<file path="config.mk">
export PLATFORM = sky130hd
export DESIGN_NAME = tls_certificate_list_deframer
export DESIGN_NICKNAME = d
export VERILOG_FILES = /design/src/rtl/tlscl_pkg.sv /design/src/rtl/tlscl_parser.sv /design/src/rtl/tls_certificate_list_deframer.sv
export SDC_FILE = /design/constraint.sdc
export NUM_CORES = 1
export LEC_CHECK = 0
export BUFFER_PORTS_ARGS = -buffer_cell sky130_fd_sc_hd__buf_2
export CORE_AREA = 2 2 164 166
export CTS_BUF_LIST = sky130_fd_sc_hd__clkbuf_8
export CTS_CLUSTER_SIZE = 24
export DETAILED_ROUTE_END_ITERATION = 8
export DIE_AREA = 0 0 166 168
export PLACE_DENSITY_LB_ADDON = 0.15
export SYNTH_ARGS = -nofsm -noshare
export SYNTH_HDL_FRONTEND = slang
export SYNTH_HIERARCHICAL = 1
export SYNTH_SLANG_ARGS = --single-unit
</file>
<file path="constraint.sdc">
create_clock -name clk -period 15.85 [get_ports clk]
set_clock_uncertainty 0.1 [all_clocks]
set_input_delay 1.585 -clock clk [delete_from_list [all_inputs] [get_ports clk]]
set_output_delay 1.585 -clock clk [all_outputs]
set_load 0.1 [all_outputs]
</file>
<file path="src/rtl/tlscl_pkg.sv">
package tlscl_pkg;

    // default sizing handed to the top level parameters
    localparam int LENGTH_BYTES_DEF = 3;
    localparam int INDEX_BITS_DEF   = 8;

    // byte role codes
    localparam logic [1:0] KIND_LIST_LEN = 2'd0;
    localparam logic [1:0] KIND_CERT_LEN = 2'd1;
    localparam logic [1:0] KIND_PAYLOAD  = 2'd2;
    localparam logic [1:0] KIND_IGNORED  = 2'd3;

    // one tagged output item
    typedef struct packed {
        logic [1:0]  byte_kind;
        logic [7:0]  byte_out;
        logic [7:0]  cert_number;
        logic [23:0] cert_offset;
        logic        cert_last;
        logic        list_done;
        logic        list_error;
    } result_t;

endpackage

</file>
<file path="src/rtl/tlscl_parser.sv">
module tlscl_parser #(
    parameter int LENGTH_BYTES = tlscl_pkg::LENGTH_BYTES_DEF,
    parameter int INDEX_BITS   = tlscl_pkg::INDEX_BITS_DEF
) (
    input  logic                clk,
    input  logic                rst_n,
    input  logic                advance,
    input  logic [7:0]          data_byte,
    input  logic                frame_start,
    output tlscl_pkg::result_t  result
);

    localparam int LEN_W  = 8 * LENGTH_BYTES;
    localparam int HC_W   = $clog2(LENGTH_BYTES + 1);
    localparam int CONS_W = LEN_W + 1;
    localparam int IDX_LIMIT_INT = (INDEX_BITS >= 8) ? 255 : ((1 << INDEX_BITS) - 1);
    localparam logic [INDEX_BITS-1:0] IDX_LIMIT = INDEX_BITS'(IDX_LIMIT_INT);
    localparam logic [HC_W-1:0] HC_FULL = HC_W'(LENGTH_BYTES);

    localparam logic [1:0] PH_LIST = 2'd0;
    localparam logic [1:0] PH_CERT = 2'd1;
    localparam logic [1:0] PH_PAY  = 2'd2;
    localparam logic [1:0] PH_DONE = 2'd3;

    logic [1:0]            phase_reg,     phase_next;
    logic [HC_W-1:0]       hcount_reg,    hcount_next;
    logic [LEN_W-1:0]      shift_reg,     shift_next;
    logic [LEN_W-1:0]      list_len_reg,  list_len_next;
    logic [CONS_W-1:0]     consumed_reg,  consumed_next;
    logic [LEN_W-1:0]      cert_len_reg,  cert_len_next;
    logic [LEN_W-1:0]      pay_cnt_reg,   pay_cnt_next;
    logic [INDEX_BITS-1:0] index_reg,     index_next;

    // state as seen by this item, a start flag wipes it first
    logic [1:0]            ph;
    logic [HC_W-1:0]       hc;
    logic [LEN_W-1:0]      sh;
    logic [LEN_W-1:0]      list_len;
    logic [CONS_W-1:0]     cons;
    logic [LEN_W-1:0]      cert_len;
    logic [LEN_W-1:0]      pay_cnt;
    logic [INDEX_BITS-1:0] idx;

    logic [LEN_W+7:0]      sh_wide;
    logic [LEN_W-1:0]      sh_in;
    logic [HC_W-1:0]       hc_inc;
    logic                  hdr_full;
    logic [CONS_W-1:0]     cons_inc;
    logic                  overrun;
    logic                  list_end;
    logic [LEN_W-1:0]      pay_inc;
    logic [INDEX_BITS-1:0] idx_sat;

    always_comb
    begin
        if (frame_start)
        begin
            ph       = PH_LIST;
            hc       = '0;
            sh       = '0;
            list_len = '0;
            cons     = '0;
            cert_len = '0;
            pay_cnt  = '0;
            idx      = '0;
        end
        else
        begin
            ph       = phase_reg;
            hc       = hcount_reg;
            sh       = shift_reg;
            list_len = list_len_reg;
            cons     = consumed_reg;
            cert_len = cert_len_reg;
            pay_cnt  = pay_cnt_reg;
            idx      = index_reg;
        end

        sh_wide  = {sh, data_byte};
        sh_in    = sh_wide[LEN_W-1:0];
        hc_inc   = hc + 1'b1;
        hdr_full = (hc_inc == HC_FULL);
        cons_inc = cons + 1'b1;
        overrun  = (cons_inc > {1'b0, list_len});
        list_end = (cons_inc >= {1'b0, list_len});
        pay_inc  = pay_cnt + 1'b1;
        idx_sat  = (idx < IDX_LIMIT) ? idx + 1'b1 : idx;

        phase_next    = ph;
        hcount_next   = hc;
        shift_next    = sh;
        list_len_next = list_len;
        consumed_next = cons;
        cert_len_next = cert_len;
        pay_cnt_next  = pay_cnt;
        index_next    = idx;

        result.byte_kind   = tlscl_pkg::KIND_IGNORED;
        result.byte_out    = data_byte;
        result.cert_number = '0;
        result.cert_offset = '0;
        result.cert_last   = 1'b0;
        result.list_done   = 1'b0;
        result.list_error  = 1'b0;

        case (ph)
            PH_LIST:
            begin
                result.byte_kind = tlscl_pkg::KIND_LIST_LEN;
                shift_next  = sh_in;
                hcount_next = hc_inc;
                if (hdr_full)
                begin
                    list_len_next = sh_in;
                    shift_next    = '0;
                    hcount_next   = '0;
                    if (sh_in == '0)
                    begin
                        result.list_done = 1'b1;
                        phase_next       = PH_DONE;
                    end
                    else
                    begin
                        phase_next = PH_CERT;
                    end
                end
            end
            PH_CERT:
            begin
                result.byte_kind   = tlscl_pkg::KIND_CERT_LEN;
                result.cert_number = 8'(idx);
                consumed_next = cons_inc;
                shift_next    = sh_in;
                hcount_next   = hc_inc;
                if (overrun)
                begin
                    result.list_error = 1'b1;
                    result.list_done  = 1'b1;
                    phase_next        = PH_DONE;
                end
                else if (hdr_full)
                begin
                    cert_len_next = sh_in;
                    shift_next    = '0;
                    hcount_next   = '0;
                    pay_cnt_next  = '0;
                    if (sh_in == '0)
                    begin
                        // empty certificate ends on its last length byte
                        result.cert_last = 1'b1;
                        index_next       = idx_sat;
                        result.list_done = list_end;
                        phase_next       = list_end ? PH_DONE : PH_CERT;
                    end
                    else
                    begin
                        phase_next = PH_PAY;
                    end
                end
            end
            PH_PAY:
            begin
                result.byte_kind   = tlscl_pkg::KIND_PAYLOAD;
                result.cert_number = 8'(idx);
                result.cert_offset = 24'(pay_cnt);
                consumed_next = cons_inc;
                pay_cnt_next  = pay_inc;
                if (overrun)
                begin
                    result.list_error = 1'b1;
                    result.list_done  = 1'b1;
                    phase_next        = PH_DONE;
                end
                else if (pay_inc >= cert_len)
                begin
                    result.cert_last = 1'b1;
                    index_next       = idx_sat;
                    hcount_next      = '0;
                    shift_next       = '0;
                    pay_cnt_next     = '0;
                    result.list_done = list_end;
                    phase_next       = list_end ? PH_DONE : PH_CERT;
                end
            end
            default:
            begin
                phase_next = PH_DONE;
            end
        endcase
    end

    always_ff @(posedge clk or negedge rst_n)
    begin
        if (!rst_n)
        begin
            phase_reg    <= PH_LIST;
            hcount_reg   <= '0;
            shift_reg    <= '0;
            list_len_reg <= '0;
            consumed_reg <= '0;
            cert_len_reg <= '0;
            pay_cnt_reg  <= '0;
            index_reg    <= '0;
        end
        else if (advance)
        begin
            phase_reg    <= phase_next;
            hcount_reg   <= hcount_next;
            shift_reg    <= shift_next;
            list_len_reg <= list_len_next;
            consumed_reg <= consumed_next;
            cert_len_reg <= cert_len_next;
            pay_cnt_reg  <= pay_cnt_next;
            index_reg    <= index_next;
        end
    end

endmodule

</file>
<file path="src/rtl/tls_certificate_list_deframer.sv">
// an accepted byte is held in the input register, then in the result register
// as the tagged item; throughput: one byte per cycle unless m_axis_tready stalls
// it, set by the single-step parser update between the two registers
// reset: rst_n (asynchronous, active low) empties both registers and puts
// the parser in the list header phase with all counters at zero
module tls_certificate_list_deframer #(
    parameter int LENGTH_BYTES = tlscl_pkg::LENGTH_BYTES_DEF,
    parameter int INDEX_BITS   = tlscl_pkg::INDEX_BITS_DEF
) (
    input  logic        clk,
    input  logic        rst_n,
    // input stream
    input  logic        s_axis_tvalid,
    output logic        s_axis_tready,
    input  logic [7:0]  s_axis_tdata,   // [7:0] data_byte
    input  logic [0:0]  s_axis_tuser,   // [0] frame_start
    // output stream
    output logic        m_axis_tvalid,
    input  logic        m_axis_tready,
    output logic [39:0] m_axis_tdata,   // [7:0] byte_out, [15:8] cert_number,
                                        // [39:16] cert_offset
    output logic [3:0]  m_axis_tuser,   // [1:0] byte_kind, [2] cert_last,
                                        // [3] list_error
    output logic        m_axis_tlast    // list_done
);

    // input register
    logic       in_valid_reg, in_valid_next;
    logic [7:0] in_data_reg;
    logic       in_start_reg;

    // result register
    logic               out_valid_reg, out_valid_next;
    tlscl_pkg::result_t out_reg;
    tlscl_pkg::result_t step_result;

    logic s_accept;
    logic advance;

    // the held item moves on when the result slot is free or being emptied
    assign advance       = in_valid_reg && (!out_valid_reg || m_axis_tready);
    assign s_axis_tready = !in_valid_reg || advance;
    assign s_accept      = s_axis_tvalid && s_axis_tready;

    assign in_valid_next  = s_accept || (in_valid_reg && !advance);
    assign out_valid_next = advance || (out_valid_reg && !m_axis_tready);

    always_ff @(posedge clk or negedge rst_n)
    begin
        if (!rst_n)
        begin
            in_valid_reg  <= 1'b0;
            out_valid_reg <= 1'b0;
        end
        else
        begin
            in_valid_reg  <= in_valid_next;
            out_valid_reg <= out_valid_next;
        end
    end

    // payload registers, no reset needed
    always_ff @(posedge clk)
    begin
        if (s_accept)
        begin
            in_data_reg  <= s_axis_tdata;
            in_start_reg <= s_axis_tuser[0];
        end
        if (advance)
        begin
            out_reg <= step_result;
        end
    end

    // parser state advances once per item leaving the input register
    tlscl_parser #(
        .LENGTH_BYTES (LENGTH_BYTES),
        .INDEX_BITS   (INDEX_BITS)
    ) u_parser (
        .clk         (clk),
        .rst_n       (rst_n),
        .advance     (advance),
        .data_byte   (in_data_reg),
        .frame_start (in_start_reg),
        .result      (step_result)
    );

    assign m_axis_tvalid = out_valid_reg;
    assign m_axis_tdata  = {out_reg.cert_offset, out_reg.cert_number, out_reg.byte_out};
    assign m_axis_tuser  = {out_reg.list_error, out_reg.cert_last, out_reg.byte_kind};
    assign m_axis_tlast  = out_reg.list_done;

    // an overrun always closes the list and never closes a certificate
    a_error_closes_list: assert property (@(posedge clk) disable iff (!rst_n)
        out_valid_reg && out_reg.list_error |-> out_reg.list_done && !out_reg.cert_last)
        else $error("list error without list done or with cert last");

    // ignored bytes carry no certificate tags
    a_ignored_untagged: assert property (@(posedge clk) disable iff (!rst_n)
        out_valid_reg && out_reg.byte_kind == tlscl_pkg::KIND_IGNORED
        |-> out_reg.cert_number == 8'd0 && out_reg.cert_offset == 24'd0
            && !out_reg.cert_last && !out_reg.list_done)
        else $error("ignored byte carries tags");

    // only payload bytes have an offset
    a_offset_payload_only: assert property (@(posedge clk) disable iff (!rst_n)
        out_valid_reg && out_reg.cert_offset != 24'd0
        |-> out_reg.byte_kind == tlscl_pkg::KIND_PAYLOAD)
        else $error("offset on a non-payload byte");

    // a list length byte belongs to no certificate
    a_list_len_untagged: assert property (@(posedge clk) disable iff (!rst_n)
        out_valid_reg && out_reg.byte_kind == tlscl_pkg::KIND_LIST_LEN
        |-> out_reg.cert_number == 8'd0 && !out_reg.cert_last && !out_reg.list_error)
        else $error("list length byte tagged as certificate");

    // a parser step only happens with a held item and space downstream
    a_step_has_space: assert property (@(posedge clk) disable iff (!rst_n)
        advance |-> in_valid_reg && (!out_valid_reg || m_axis_tready))
        else $error("parser stepped without room for the result");

endmodule
</file>
==> flow_summary.yaml <==
sta:
  report.final.setup_viol: 0
  fin_crit_sh_pct: 40.4
  drv_slew: 0
  timing.setup.tns_ps: 0
  max_freq_ghz: 0.156
  rsz_0062_raised_after_global_routing: "no"
  maxSlewHeadroom_pct: 20.4
  layout_min_cycle_time_ps: 6400
  worst_slew_pin_slew_ps: 1190
  finalHoldViolations: 0
cts:
  clock_path_buffers: 2
  clock_tree.htree_level_count: 4
  hold_buffers: 0
  tritoncts: "built"
  cts-resized-gates: 0
  post_cts_setup_buffer_count: 0
  root_buffer_cell: "sky130_fd_sc_hd__clkbuf_8"
  cts_made_buffers: 17
  clk-insertion-delay-late_ps: 480
  path_clk_slew_ps: 120
  clkSinkCount: 181
global_routing:
  global_route_wire_length_before_repair_um: 43500
  global_route.usage.met2_pct: 30.9
  antenna_found_initial: 0
  global_route.usage.met1_pct: 28.0
  grt_max_degree: 66
  vias_in_the_first_global_route: 7587
  grtUsageMet3_pct: 2.33
  grt-ovfl-total: 0
  globalRouteTotalUtil_pct: 19.5
  most_used_routing_layer: "met2"
floorplanning:
  row_count: 60
  floorplan.die_area_um2: 27900
  start_util_pct: 38.9
  io_pins: 60
  die_y_um: 168
  fp.dieW_um: 166
  floorplan.core_area_um2: 26400
cells_and_area:
  final_layout_size_suffix_gt1_share_pct: 12.2
  fin_nets: 1079
  synthToLayoutAreaGrowth_pct: 8.80
  largest_register_ff_count: 40
  final_util_pct: 42.3
  antenna_cells: 0
setup_path:
  cpPeakStageDelay_ps: 630
  crit_fanout: 61
  worstSetupStartpointType: "register"
  worstReg2RegStart: "in_start_reg$_DFFE_PP_"
  worst_reg2reg_path_endpoint: "u_parser/shift_reg[1]$_DFFE_PN0P_"
  timing.critical_path.to: "u_parser/shift_reg[1]$_DFFE_PN0P_"
  critPathArrivalTime_ps: 6720
  critPathMostFrequentCell: "sky130_fd_sc_hd__buf_4"
  critical_path.n_buffers_inverters: 4
  worstSetupPathDepth: 19
  crit_chain: "buf_4, inv_2, buf_4, and3_1, nand2_1, nor4_2, nand3_1, xor2_1, nor2_1, ha_1, nand2_1, o21bai_1, a2111oi_0, nand3_1, o21ai_1, o21ai_1, buf_4, a21oi_2, a22o_1"
  cp-startpoint: "in_start_reg$_DFFE_PP_"
  rr_worst_depth: 19
  regToRegSetupSlack_ps: 9450
  endpoint_class_of_the_critical_path: "register"
  timing_worst_setup_path_type: "reg2reg"
  cp_slowest_cell: "sky130_fd_sc_hd__a21oi_2"
  cp_data_required_time_ps: 16170
  timing.critical_path.max_delay_family: "compound AO/OA/AOI/OAI gates"
place:
  buffer_ports.inserted: 59
  globalplace.congestion: 0.819
  place_hpwl_um: 18300
synthesis:
  yosysWarnings: 6
  synth.top_cells.by_count: "sky130_fd_sc_hd__dfrtp_1 (127), sky130_fd_sc_hd__nand2_1 (102), sky130_fd_sc_hd__a22o_1 (74)"
  syn_area_per_cell_um2: 10.4
  post_synth_main_area_contributors: "sky130_fd_sc_hd__dfrtp_1 (31%), sky130_fd_sc_hd__edfxtp_1 (16%), sky130_fd_sc_hd__ha_1 (7.1%), sky130_fd_sc_hd__a22o_1 (6.3%), sky130_fd_sc_hd__nand2_1 (3.7%)"
  synth_sequential_area_ratio_pct: 46.8
  post_synth_inst_count: 985
  syn_area_um2: 10200
  ys_async_sr_fraction_pct: 70.2
  synth-seq-cells: 181
  synthDominantAreaCellType: "sky130_fd_sc_hd__dfrtp_1"
  synth.most_common_cell: "sky130_fd_sc_hd__dfrtp_1"
  netlist-cell-type-count: 78
  postSynthNetCount: 1056
  netlist.area_leader.share_pct: 31.0
  synth_edf_count: 54
  synth_flop_cell: "sky130_fd_sc_hd__dfrtp_1"
power_and_ir_drop:
  p_per_area_nw_per_um2: 122
  total_power_mw: 1.36
  leakage_nw: 4.64
  worst_ir_drop_vdd_uv: 60.2
detailed_routing:
  dr.first_iter.drc_count: 623
  total_via_count_in_the_routed_design: 7729
  route.detailed.wl_per_inst_um: 19.6
  drt_first_pass_iters: 5
  detail_route.wirelength_um: 26700
  remaining_drc_errors: 0
  routed_via_density: 5.67
  antenna_violating_nets_post_route: 0
worst_hold_path:
  worst_hold_path_cells: 1
  worst_hold_path_type: "reg2reg"
flow_run:
  maxCapViolations: 0
run_status:
  run_status: "complete, no violations"
## power by group
part | switching, mW | internal (mW) | total [mW]
Combinational | 0.308 | 0.128 | 0.436
Sequential | 0.0573 | 0.542 | 0.599
Clock | 0.204 | 0.121 | 0.324
Total | 0.569 | 0.791 | 1.36
## worst reg2reg max path, stage by stage (launching register included)
cell and delay, ps:
sky130_fd_sc_hd__edfxtp_1 380, sky130_fd_sc_hd__buf_4 330, sky130_fd_sc_hd__inv_2 500, sky130_fd_sc_hd__buf_4 540
sky130_fd_sc_hd__and3_1 290, sky130_fd_sc_hd__nand2_1 150, sky130_fd_sc_hd__nor4_2 520, sky130_fd_sc_hd__nand3_1 160
sky130_fd_sc_hd__xor2_1 160, sky130_fd_sc_hd__nor2_1 150, sky130_fd_sc_hd__ha_1 280, sky130_fd_sc_hd__nand2_1 70
sky130_fd_sc_hd__o21bai_1 90, sky130_fd_sc_hd__a2111oi_0 500, sky130_fd_sc_hd__nand3_1 210, sky130_fd_sc_hd__o21ai_1 400
sky130_fd_sc_hd__o21ai_1 310, sky130_fd_sc_hd__buf_4 300, sky130_fd_sc_hd__a21oi_2 640, sky130_fd_sc_hd__a22o_1 250
## worst min path at each step
stage,startpoint,endpoint
after floorplan,u_parser/list_len_reg[0]$_DFFE_PN0P_,u_parser/list_len_reg[0]$_DFFE_PN0P_
after global placement,u_parser/cert_len_reg[0]$_DFFE_PN0P_,u_parser/cert_len_reg[0]$_DFFE_PN0P_
after detailed placement,u_parser/cert_len_reg[0]$_DFFE_PN0P_,u_parser/cert_len_reg[0]$_DFFE_PN0P_
after CTS,u_parser/cert_len_reg[0]$_DFFE_PN0P_,u_parser/cert_len_reg[0]$_DFFE_PN0P_
after global routing,u_parser/cert_len_reg[9]$_DFFE_PN0P_,u_parser/cert_len_reg[9]$_DFFE_PN0P_
final,u_parser/cert_len_reg[0]$_DFFE_PN0P_,u_parser/cert_len_reg[0]$_DFFE_PN0P_
## kinds of logic after synthesis
group	synth area share [%]
flops	46.8
xor+xnor	3.66
buf+inv	3.59
fa+ha+maj	7.08
mux	0.586
simple gates	17.3
compound gates	21.0
## cell type report
class	instances	area (um^2)
Fill cell	2560	15200
Multi-Input combinational cell	725	5090
Sequential cell	181	4800
Tap cell	341	427
Timing Repair Buffer	68	365
Clock buffer	17	234
Clock inverter	15	183
Inverter	15	56.3
## layer usage
metal / vias up / part of all wire [%]
met3: 24 / 2.5
met2: 138 / 47
met4: 0 / 1.6
met5: - / 0
li1: 3765 / -
met1: 3802 / 49
## cells in the final DEF (no fill, tap or decap), types with 5 or more instances in the layout
cell type and n:
sky130_fd_sc_hd__dfrtp_1 127, sky130_fd_sc_hd__nand2_1 102, sky130_fd_sc_hd__a22o_1 74, sky130_fd_sc_hd__nor2_1 64, sky130_fd_sc_hd__buf_2 58, sky130_fd_sc_hd__ha_1 58
sky130_fd_sc_hd__edfxtp_1 54, sky130_fd_sc_hd__nand3_1 31, sky130_fd_sc_hd__and3_1 29, sky130_fd_sc_hd__a21oi_1 28, sky130_fd_sc_hd__o21ai_0 25, sky130_fd_sc_hd__xnor2_1 23
sky130_fd_sc_hd__o2bb2ai_1 23, sky130_fd_sc_hd__nor2b_1 22, sky130_fd_sc_hd__nand4_1 21, sky130_fd_sc_hd__a22oi_1 21, sky130_fd_sc_hd__xor2_1 18, sky130_fd_sc_hd__clkbuf_8 17
sky130_fd_sc_hd__nor3_1 15, sky130_fd_sc_hd__inv_1 12, sky130_fd_sc_hd__and2_1 12, sky130_fd_sc_hd__a31oi_1 11, sky130_fd_sc_hd__buf_4 10, sky130_fd_sc_hd__a21o_1 10
sky130_fd_sc_hd__nand2b_1 9, sky130_fd_sc_hd__nor4_1 8, sky130_fd_sc_hd__a211oi_1 8, sky130_fd_sc_hd__clkinv_8 7, sky130_fd_sc_hd__or3_1 6, sky130_fd_sc_hd__mux2i_1 6
sky130_fd_sc_hd__o22a_1 6, sky130_fd_sc_hd__o22ai_1 6, sky130_fd_sc_hd__inv_6 5, sky130_fd_sc_hd__o21a_1 5, sky130_fd_sc_hd__o31ai_1 5
## stage by stage
step	cell area [um^2]	setup slack (ps)	hold slack [ps]	instances
final	11200	9450	408	1362
after detailed placement	10700	9550	388	1330
after floorplan	10200	10480	358	985
after CTS	11200	9480	415	1362
after global placement	10700	9760	386	1330
after global routing	11200	8760	435	1362
No activity file was read; power rests on OpenSTA's default activity.
